**src/rtl/brflr_pkg.sv**
```systemverilog
// Shared types and constants of the byte ring FIFO with line reader.
package brflr_pkg;

  typedef enum logic [1:0] {
    OP_WRITE = 2'd0,
    OP_CHUNK = 2'd1,
    OP_READ  = 2'd2,
    OP_LINE  = 2'd3
  } op_t;

  localparam logic [7:0] NEWLINE = 8'h0A;

  localparam int unsigned DATA_W = 8;
  localparam int unsigned SIZE_W = 7;
  localparam int unsigned OCC_W  = 7;

  typedef struct packed {
    logic do_write;
    logic wr_chunk;
    logic do_refuse;
    logic rd_issue;
    logic rd_emit;
    logic emit_last;
  } cmd_t;

  typedef struct packed {
    logic out_free;
    logic empty;
    logic nl_held;
    logic at_nl;
  } sts_t;

endpackage

```
**src/rtl/brflr_ctrl.sv**
```systemverilog
// Controller state machine that sequences writes, byte reads and line reads.
module brflr_ctrl
  import brflr_pkg::*;
(
  input  logic clk,
  input  logic rst_n,
  input  logic in_tvalid,
  output logic in_tready,
  input  op_t  opcode,
  input  sts_t sts,
  output cmd_t cmd
);

  typedef enum logic [1:0] {
    ST_IDLE = 2'b01,
    ST_LOAD = 2'b10
  } state_t;

  state_t state_r, state_nxt;
  logic   line_r, line_nxt;
  logic   accept;

  assign in_tready = (state_r == ST_IDLE) && sts.out_free;
  assign accept    = in_tvalid && in_tready;

  always_comb begin
    state_nxt = state_r;
    line_nxt  = line_r;
    cmd       = '0;
    case (state_r)
      ST_IDLE: begin
        if (accept) begin
          case (opcode)
            OP_WRITE, OP_CHUNK: begin
              cmd.do_write = 1'b1;
              cmd.wr_chunk = (opcode == OP_CHUNK);
            end
            OP_READ: begin
              if (sts.empty) begin
                cmd.do_refuse = 1'b1;
              end else begin
                cmd.rd_issue = 1'b1;
                line_nxt     = 1'b0;
                state_nxt    = ST_LOAD;
              end
            end
            OP_LINE: begin
              if (!sts.nl_held) begin
                cmd.do_refuse = 1'b1;
              end else begin
                cmd.rd_issue = 1'b1;
                line_nxt     = 1'b1;
                state_nxt    = ST_LOAD;
              end
            end
            default: cmd.do_refuse = 1'b1;
          endcase
        end
      end
      ST_LOAD: begin
        cmd.emit_last = !line_r || sts.at_nl;
        if (sts.out_free) begin
          cmd.rd_emit  = 1'b1;
          cmd.rd_issue = !cmd.emit_last;
          if (cmd.emit_last) begin
            state_nxt = ST_IDLE;
          end
        end
      end
      default: state_nxt = ST_IDLE;
    endcase
  end

  always_ff @(posedge clk) begin
    if (!rst_n) begin
      state_r <= ST_IDLE;
      line_r  <= 1'b0;
    end else begin
      state_r <= state_nxt;
      line_r  <= line_nxt;
    end
  end

endmodule

```
**src/rtl/brflr_dp.sv**
```systemverilog
// Datapath: byte store, pointers, fill count, newline tracker and result register.
module brflr_dp
  import brflr_pkg::*;
#(
  parameter int unsigned DEPTH = 64
) (
  input  logic              clk,
  input  logic              rst_n,
  input  cmd_t              cmd,
  output sts_t              sts,
  input  logic [DATA_W-1:0] in_data,
  input  logic              in_first,
  input  logic [SIZE_W-1:0] in_size,
  output logic              out_tvalid,
  input  logic              out_tready,
  output logic [23:0]       out_tdata,
  output logic              out_tuser,
  output logic              out_tlast
);

  localparam int unsigned PTR_W = (DEPTH > 1) ? $clog2(DEPTH) : 1;
  localparam int unsigned CNT_W = $clog2(DEPTH + 1);

  logic [DATA_W-1:0] mem [DEPTH];
  logic [DATA_W-1:0] rd_data_r;

  logic [PTR_W-1:0] wp_r, wp_nxt, rp_r, rp_nxt, nl_ptr_r, nl_ptr_nxt;
  logic [PTR_W-1:0] wp_inc, rp_inc, rd_addr;
  logic [CNT_W-1:0] fill_r, fill_nxt;
  logic             nl_valid_r, nl_valid_nxt;
  logic             refused_r, refused_nxt;
  logic             full, too_big, refused_eff, push, pop;

  logic              out_valid_r, out_valid_nxt;
  logic              ok_r, ok_nxt, last_r, last_nxt;
  logic [DATA_W-1:0] data_r, data_nxt;
  logic [CNT_W-1:0]  occ_r, occ_nxt;
  logic              load;

  assign wp_inc = (wp_r == PTR_W'(DEPTH - 1)) ? '0 : wp_r + 1'b1;
  assign rp_inc = (rp_r == PTR_W'(DEPTH - 1)) ? '0 : rp_r + 1'b1;

  assign full        = (fill_r == CNT_W'(DEPTH));
  assign too_big     = ({1'b0, 7'(fill_r)} + {1'b0, in_size}) > 8'(DEPTH);
  assign refused_eff = in_first ? too_big : refused_r;
  assign push        = cmd.do_write && !full && !(cmd.wr_chunk && refused_eff);
  assign pop         = cmd.rd_emit;
  assign rd_addr     = cmd.rd_emit ? rp_inc : rp_r;

  assign sts.out_free = !out_valid_r || out_tready;
  assign sts.empty    = (fill_r == '0);
  assign sts.nl_held  = nl_valid_r;
  assign sts.at_nl    = nl_valid_r && (rp_r == nl_ptr_r);

  always_comb begin
    wp_nxt       = push ? wp_inc : wp_r;
    rp_nxt       = pop ? rp_inc : rp_r;
    fill_nxt     = fill_r;
    if (push) begin
      fill_nxt = fill_r + 1'b1;
    end else if (pop) begin
      fill_nxt = fill_r - 1'b1;
    end
    refused_nxt  = (cmd.do_write && cmd.wr_chunk && in_first) ? too_big : refused_r;
    nl_ptr_nxt   = nl_ptr_r;
    nl_valid_nxt = nl_valid_r;
    if (push && (in_data == NEWLINE)) begin
      nl_ptr_nxt   = wp_r;
      nl_valid_nxt = 1'b1;
    end else if (pop && sts.at_nl) begin
      nl_valid_nxt = 1'b0;
    end
  end

  assign load = cmd.do_write || cmd.do_refuse || cmd.rd_emit;

  always_comb begin
    out_valid_nxt = out_valid_r && !out_tready;
    ok_nxt        = ok_r;
    data_nxt      = data_r;
    last_nxt      = last_r;
    occ_nxt       = occ_r;
    if (load) begin
      out_valid_nxt = 1'b1;
      ok_nxt        = cmd.do_write ? push : cmd.rd_emit;
      data_nxt      = cmd.rd_emit ? rd_data_r : '0;
      last_nxt      = cmd.rd_emit ? cmd.emit_last : 1'b1;
      occ_nxt       = fill_nxt;
    end
  end

  always_ff @(posedge clk) begin
    if (push) begin
      mem[wp_r] <= in_data;
    end
    if (cmd.rd_issue) begin
      rd_data_r <= mem[rd_addr];
    end
  end

  always_ff @(posedge clk) begin
    if (!rst_n) begin
      wp_r        <= '0;
      rp_r        <= '0;
      fill_r      <= '0;
      refused_r   <= 1'b0;
      nl_valid_r  <= 1'b0;
      out_valid_r <= 1'b0;
    end else begin
      wp_r        <= wp_nxt;
      rp_r        <= rp_nxt;
      fill_r      <= fill_nxt;
      refused_r   <= refused_nxt;
      nl_valid_r  <= nl_valid_nxt;
      out_valid_r <= out_valid_nxt;
    end
  end

  always_ff @(posedge clk) begin
    nl_ptr_r <= nl_ptr_nxt;
    ok_r     <= ok_nxt;
    data_r   <= data_nxt;
    last_r   <= last_nxt;
    occ_r    <= occ_nxt;
  end

  assign out_tvalid = out_valid_r;
  assign out_tuser  = ok_r;
  assign out_tlast  = last_r;
  assign out_tdata  = {7'd0,
                       (occ_r == '0),
                       (occ_r == CNT_W'(DEPTH)),
                       OCC_W'(occ_r),
                       data_r};

endmodule

```
**src/rtl/byte_ring_fifo_line_reader_core.sv**
```systemverilog
// Top level of the byte ring FIFO with line reader.
//
//   channel | ports        | carries
//   --------+--------------+----------------------------------------------
//   input   | in_t*        | opcode, data byte, chunk first mark and size
//   result  | out_t*       | ok, data byte, last, occupancy, full, empty
//
// Byte and chunk writes and refusals load their result register directly, with no store read.
// A byte read reads the byte store into a read register, then loads the result when its slot frees.
// A line read emits each byte through the store's single read port, up to the held newline.
// The last newline held is tracked on write, so no scan precedes a line read.
// Synchronous reset clears ring pointers, fill count, state and flags, not the store or result.
// A stalled result holds the next read in place; input is taken only when the result slot frees.
module byte_ring_fifo_line_reader_core
  import brflr_pkg::*;
#(
  parameter int unsigned DEPTH = 64
) (
  input  logic        clk,
  input  logic        rst_n,
  input  logic        in_tvalid,
  output logic        in_tready,
  input  logic [15:0] in_tdata,   // data_in[7:0], chunk_size[14:8], zero[15]
  input  logic [2:0]  in_tuser,   // opcode[1:0], chunk_first[2]
  output logic        out_tvalid,
  input  logic        out_tready,
  output logic [23:0] out_tdata,  // data_out[7:0], occupancy[14:8], full_res[15],
                                  // empty_res[16], zero[23:17]
  output logic        out_tuser,  // ok[0]
  output logic        out_tlast
);

  cmd_t cmd;
  sts_t sts;

  brflr_ctrl u_ctrl (
    .clk       (clk),
    .rst_n     (rst_n),
    .in_tvalid (in_tvalid),
    .in_tready (in_tready),
    .opcode    (op_t'(in_tuser[1:0])),
    .sts       (sts),
    .cmd       (cmd)
  );

  brflr_dp #(
    .DEPTH (DEPTH)
  ) u_dp (
    .clk        (clk),
    .rst_n      (rst_n),
    .cmd        (cmd),
    .sts        (sts),
    .in_data    (in_tdata[7:0]),
    .in_first   (in_tuser[2]),
    .in_size    (in_tdata[14:8]),
    .out_tvalid (out_tvalid),
    .out_tready (out_tready),
    .out_tdata  (out_tdata),
    .out_tuser  (out_tuser),
    .out_tlast  (out_tlast)
  );

endmodule
```
**config.mk**
```make
export PLATFORM = sky130hd
export DESIGN_NAME = byte_ring_fifo_line_reader_core
export DESIGN_NICKNAME = d
export VERILOG_FILES = /design/src/rtl/brflr_pkg.sv /design/src/rtl/brflr_ctrl.sv /design/src/rtl/brflr_dp.sv /design/src/rtl/byte_ring_fifo_line_reader_core.sv
export SDC_FILE = /design/constraint.sdc
export NUM_CORES = 1
export LEC_CHECK = 0
export BUFFER_PORTS_ARGS = -buffer_cell sky130_fd_sc_hd__buf_2
export CORE_ASPECT_RATIO = 1.1
export CORE_MARGIN = 5
export CORE_UTILIZATION = 50
export CTS_BUF_LIST = sky130_fd_sc_hd__clkbuf_4 sky130_fd_sc_hd__clkbuf_8
export CTS_CLUSTER_SIZE = 24
export DETAILED_ROUTE_END_ITERATION = 10
export MAX_ROUTING_LAYER = met4
export PLACE_DENSITY = 0.66
export SYNTH_ARGS = -nofsm -noshare
export SYNTH_HDL_FRONTEND = slang
export SYNTH_SLANG_ARGS = --single-unit
```
**constraint.sdc**
```tcl
create_clock -name clk -period 9.4 [get_ports clk]
set_clock_uncertainty 0.05 [all_clocks]
set_input_delay 0.94 -clock clk [delete_from_list [all_inputs] [get_ports clk]]
set_output_delay 0.94 -clock clk [all_outputs]
set_load 0.005 [all_outputs]
```
==> results.toml <==
[place]
placedCellCount = 2267
portBuffers = 42
postPlaceCellArea_um2 = 25100
gp_congestion = 0.844
dp_slack_ns = 4.23
hpwlAfterDp_um = 35200

[detailed_routing]
drtIter0Drc = 1505
drc = 0
firstDrtPassIters = 7
wl_per_cell_um = 24.2
vias = 14800
wirelength_um = 58600
viasPerCell = 6.12
final_antenna_net_count = 0

[pwr]
net-switching-power_mw = 1.35
pwr-share-clk = 0.356
p_per_area_nw_per_um2 = 204
seq_power_share = 0.524
combPwrFrac = 0.120
intPower_mw = 4.11
p_leak_nw = 8.43
ir_drop_mv = 0.184
p_sw_frac = 0.248

[clock_tree]
tritoncts = "yes"
hold_buffers = 0
postCtsSetupBuffers = 0
cts_buffers = 87
post_cts_resized = 0
clk_transition_reported_paths_ns = 0.06
cts_sinks = 568
clockRootBuffer = "clkbuf_8"
ctsLongestPathBuffers = 3
clk_latency_ns = 0.67
cts_max_level = 3

[critical_path]
rr_worst_depth = 9
path_cells = "nand3_1 > o21ai_1 > buf_4 > a31o_2 > buf_4 > nor2_1 > a32o_1 > or4_1 > nand4_1"
path_class = "reg -> reg"
end_kind = "flop"
rrSetupSlack_ns = 4.64
rr_endpoint = "u_dp.rd_data_r[5]"
r2r-start = "u_dp.rp_r[2]"
crit_fanout = 74
slowest_delay_ns = 0.72
crit_arrival_ns = 5.19
startpoint_type = "flop"
worst_path_max_delay_cell = "nand3_1"
cp.required_ns = 9.83
cp_common_cell = "buf_4"

[synthesis]
synth_seq_cells = 568
synthArstFlopShare = 0
synth_seq_area_share = 0.688
synth_top_area_frac = 0.667
dominantRegCellSynth = "edfxtp_1"
syn_area_per_cell_um2 = 14.8
synth_cell_types = 84
synth_area_um2 = 24400
syn_inst = 1651
synth_edf_count = 543
ys.warnings.count = 0
synth_area_leaders = "edfxtp_1 (67%), mux2i_1 (4.7%), mux4_2 (4.2%), nand2_1 (2.7%), dfxtp_1 (2.0%)"
synth_top_area_cell = "edfxtp_1"

[sta]
layout_setup_ws_ns = 4.64
fin_crit_sh = 0.506
setup_viol = 0
fmax_mhz = 210
finalHoldViolCount = 0
period_minus_slack_ns = 4.76
relSlewSlack = 0.162
drv_slew = 0
worstMarginPinSlew_ns = 1.26
fin_setup_tns_ns = 0
grt_setup_unrepaired = "no"

[global_route]
overflow = 0
antenna_found_initial = 1
grt_pass1_wl_um = 88200
track_usage = 0.225
grt_max_degree = 141
grt_pass1_vias = 14600

[run_status]
status = "finished, final reports clean"

[final_layout]
final_nets = 1742
drive_above_1_share = 0.164
area_growth_pct = 9.57
final_core_util = 0.550
instances_no_fill = 2416
finalInstanceArea_um2 = 26800

[min_path]
worst_hold_path_type = "reg -> reg"
min_to = "u_ctrl.state_r[0]"
min_path_cells = 2
min-delay-start = "u_ctrl.state_r[0]"

[floorplan]
initial_core_util = 0.502
die_h_um = 242
io_pins = 51
die_area_um2 = 53400
num_rows = 85
core_um2 = 48700
die_w_um = 221

[job]
drv_cap = 0
## how the worst max path moves through the flow
| stage | from | to | slack, ns | cells after the start |
|---|---|---|---|---|
| after detailed placement | in_tdata[8] | u_dp.mem[50][0] | 4.23 | 13 |
| after global routing | u_dp.fill_r[0] | u_dp.mem[58][7] | 4.48 | 12 |
| after CTS | u_dp.fill_r[0] | u_dp.mem[50][7] | 4.71 | 12 |
| after floorplan | in_tdata[8] | u_dp.mem[38][0] | 5.46 | 12 |
| final | u_dp.rp_r[2] | u_dp.rd_data_r[5] | 4.64 | 9 |
| after global placement | out_tready | u_dp.rd_data_r[1] | 4.24 | 10 |
## area by class of cell
cell class                 instances  area [um2]
clock inverter                    25         156
clock buffer                     123        1470
multi-input combinational        951        7000
tap                              652         816
inverter                          26        97.6
timing repair buffer              70         433
sequential                       568       16800
fill                            3911       21900
antenna                            1        2.50
## layout by cell type (no fill, tap or decap), types with 12 or more instances in the layout
cell and count:
edfxtp_1 543, nand2_1 178, nor2_1 115, mux2i_1 114, clkbuf_8 87, o21ai_0 51
mux4_2 46, buf_2 42, a311oi_1 37, a21oi_1 36, clkbuf_4 36, and3_1 35
nand3_1 34, a211oi_1 32, buf_4 27, inv_1 24, dfxtp_1 24, nor3_1 20
a221oi_1 18, o221ai_1 16, clkinv_1 15, mux2_2 14, ha_1 14, o211ai_1 12
## synth_stat cells (12+ instances only)
cell type and n:
edfxtp_1 543, nand2_1 178, nor2_1 116, mux2i_1 114
o21ai_0 52, mux4_2 46, buf_2 41, clkbuf_1 40
a311oi_1 37, a21oi_1 36, and3_1 35, nand3_1 34
a211oi_1 32, dfxtp_1 25, inv_1 24, buf_4 20
nor3_1 20, a221oi_1 18, o221ai_1 16, ha_1 14
mux2_2 14, o211ai_1 12
## metal layers
layer | up-vias | share of wire | track usage
met5 | - | 0 | -
met4 | 0 | 0.040 | 0.0949
met3 | 124 | 0.075 | 0.0409
met2 | 653 | 0.49 | 0.347
met1 | 7428 | 0.40 | 0.296
li1 | 6577 | - | -
## state kept, by name, summed over array words and instances, names as in the netlist
name,flops
u_dp.data_r,8
u_dp.fill_r,7
u_ctrl.line_r,1
u_dp.out_tuser,1
u_dp.nl_ptr_r,6
u_dp.rd_data_r,8
u_dp.wp_r,6
u_dp.occ_r,7
u_dp.refused_r,1
u_dp.nl_valid_r,1
u_ctrl.state_r,2
u_dp.mem,512
u_dp.rp_r,6
u_dp.out_tvalid,1
u_dp.out_tlast,1
## logic make-up (layout without fill, tap and decap cells)
group,count (synthesis),after routing,share of synthesized area
AO/OA/AOI/OAI,285,285,0.0865
buffers and inverters,138,244,0.0279
AND/OR/NAND/NOR,453,453,0.0873
other,1,8,0.000153
adder cells (fa/ha/maj),15,15,0.00799
XOR/XNOR,17,17,0.00686
flip-flops,568,568,0.688
multiplexers,174,174,0.0955
## critical path: cells and delay by family, from the launching register on
family,cells,cell delay [ns]
buffers and inverters,2,1.02
AOI/OAI and AO/OA,3,0.91
DFF,1,0.62
and+or+nand+nor,4,1.91
## metrics by stage
| stage | power (mW) | hold slack [ns] |
|---|---|---|
| 3_3_place_gp | 3.56 | 0.442 |
| 4_1_cts | 5.50 | 0.472 |
| 5_1_grt | 5.67 | 0.521 |
| 2_1_floorplan | 3.35 | 0.356 |
| 3_5_place_dp | 3.57 | 0.463 |
| 6_report | 5.46 | 0.469 |
## power by group through the flow
stage	Clock (mW)	Sequential (mW)	Combinational, mW
2_1_floorplan	0	2.91	0.436
3_3_place_gp	0	2.92	0.642
3_5_place_dp	0	2.92	0.653
4_1_cts	1.98	2.86	0.656
5_1_grt	2.09	2.87	0.703
6_report	1.94	2.86	0.656
No activity file was read; power rests on OpenSTA's default activity.
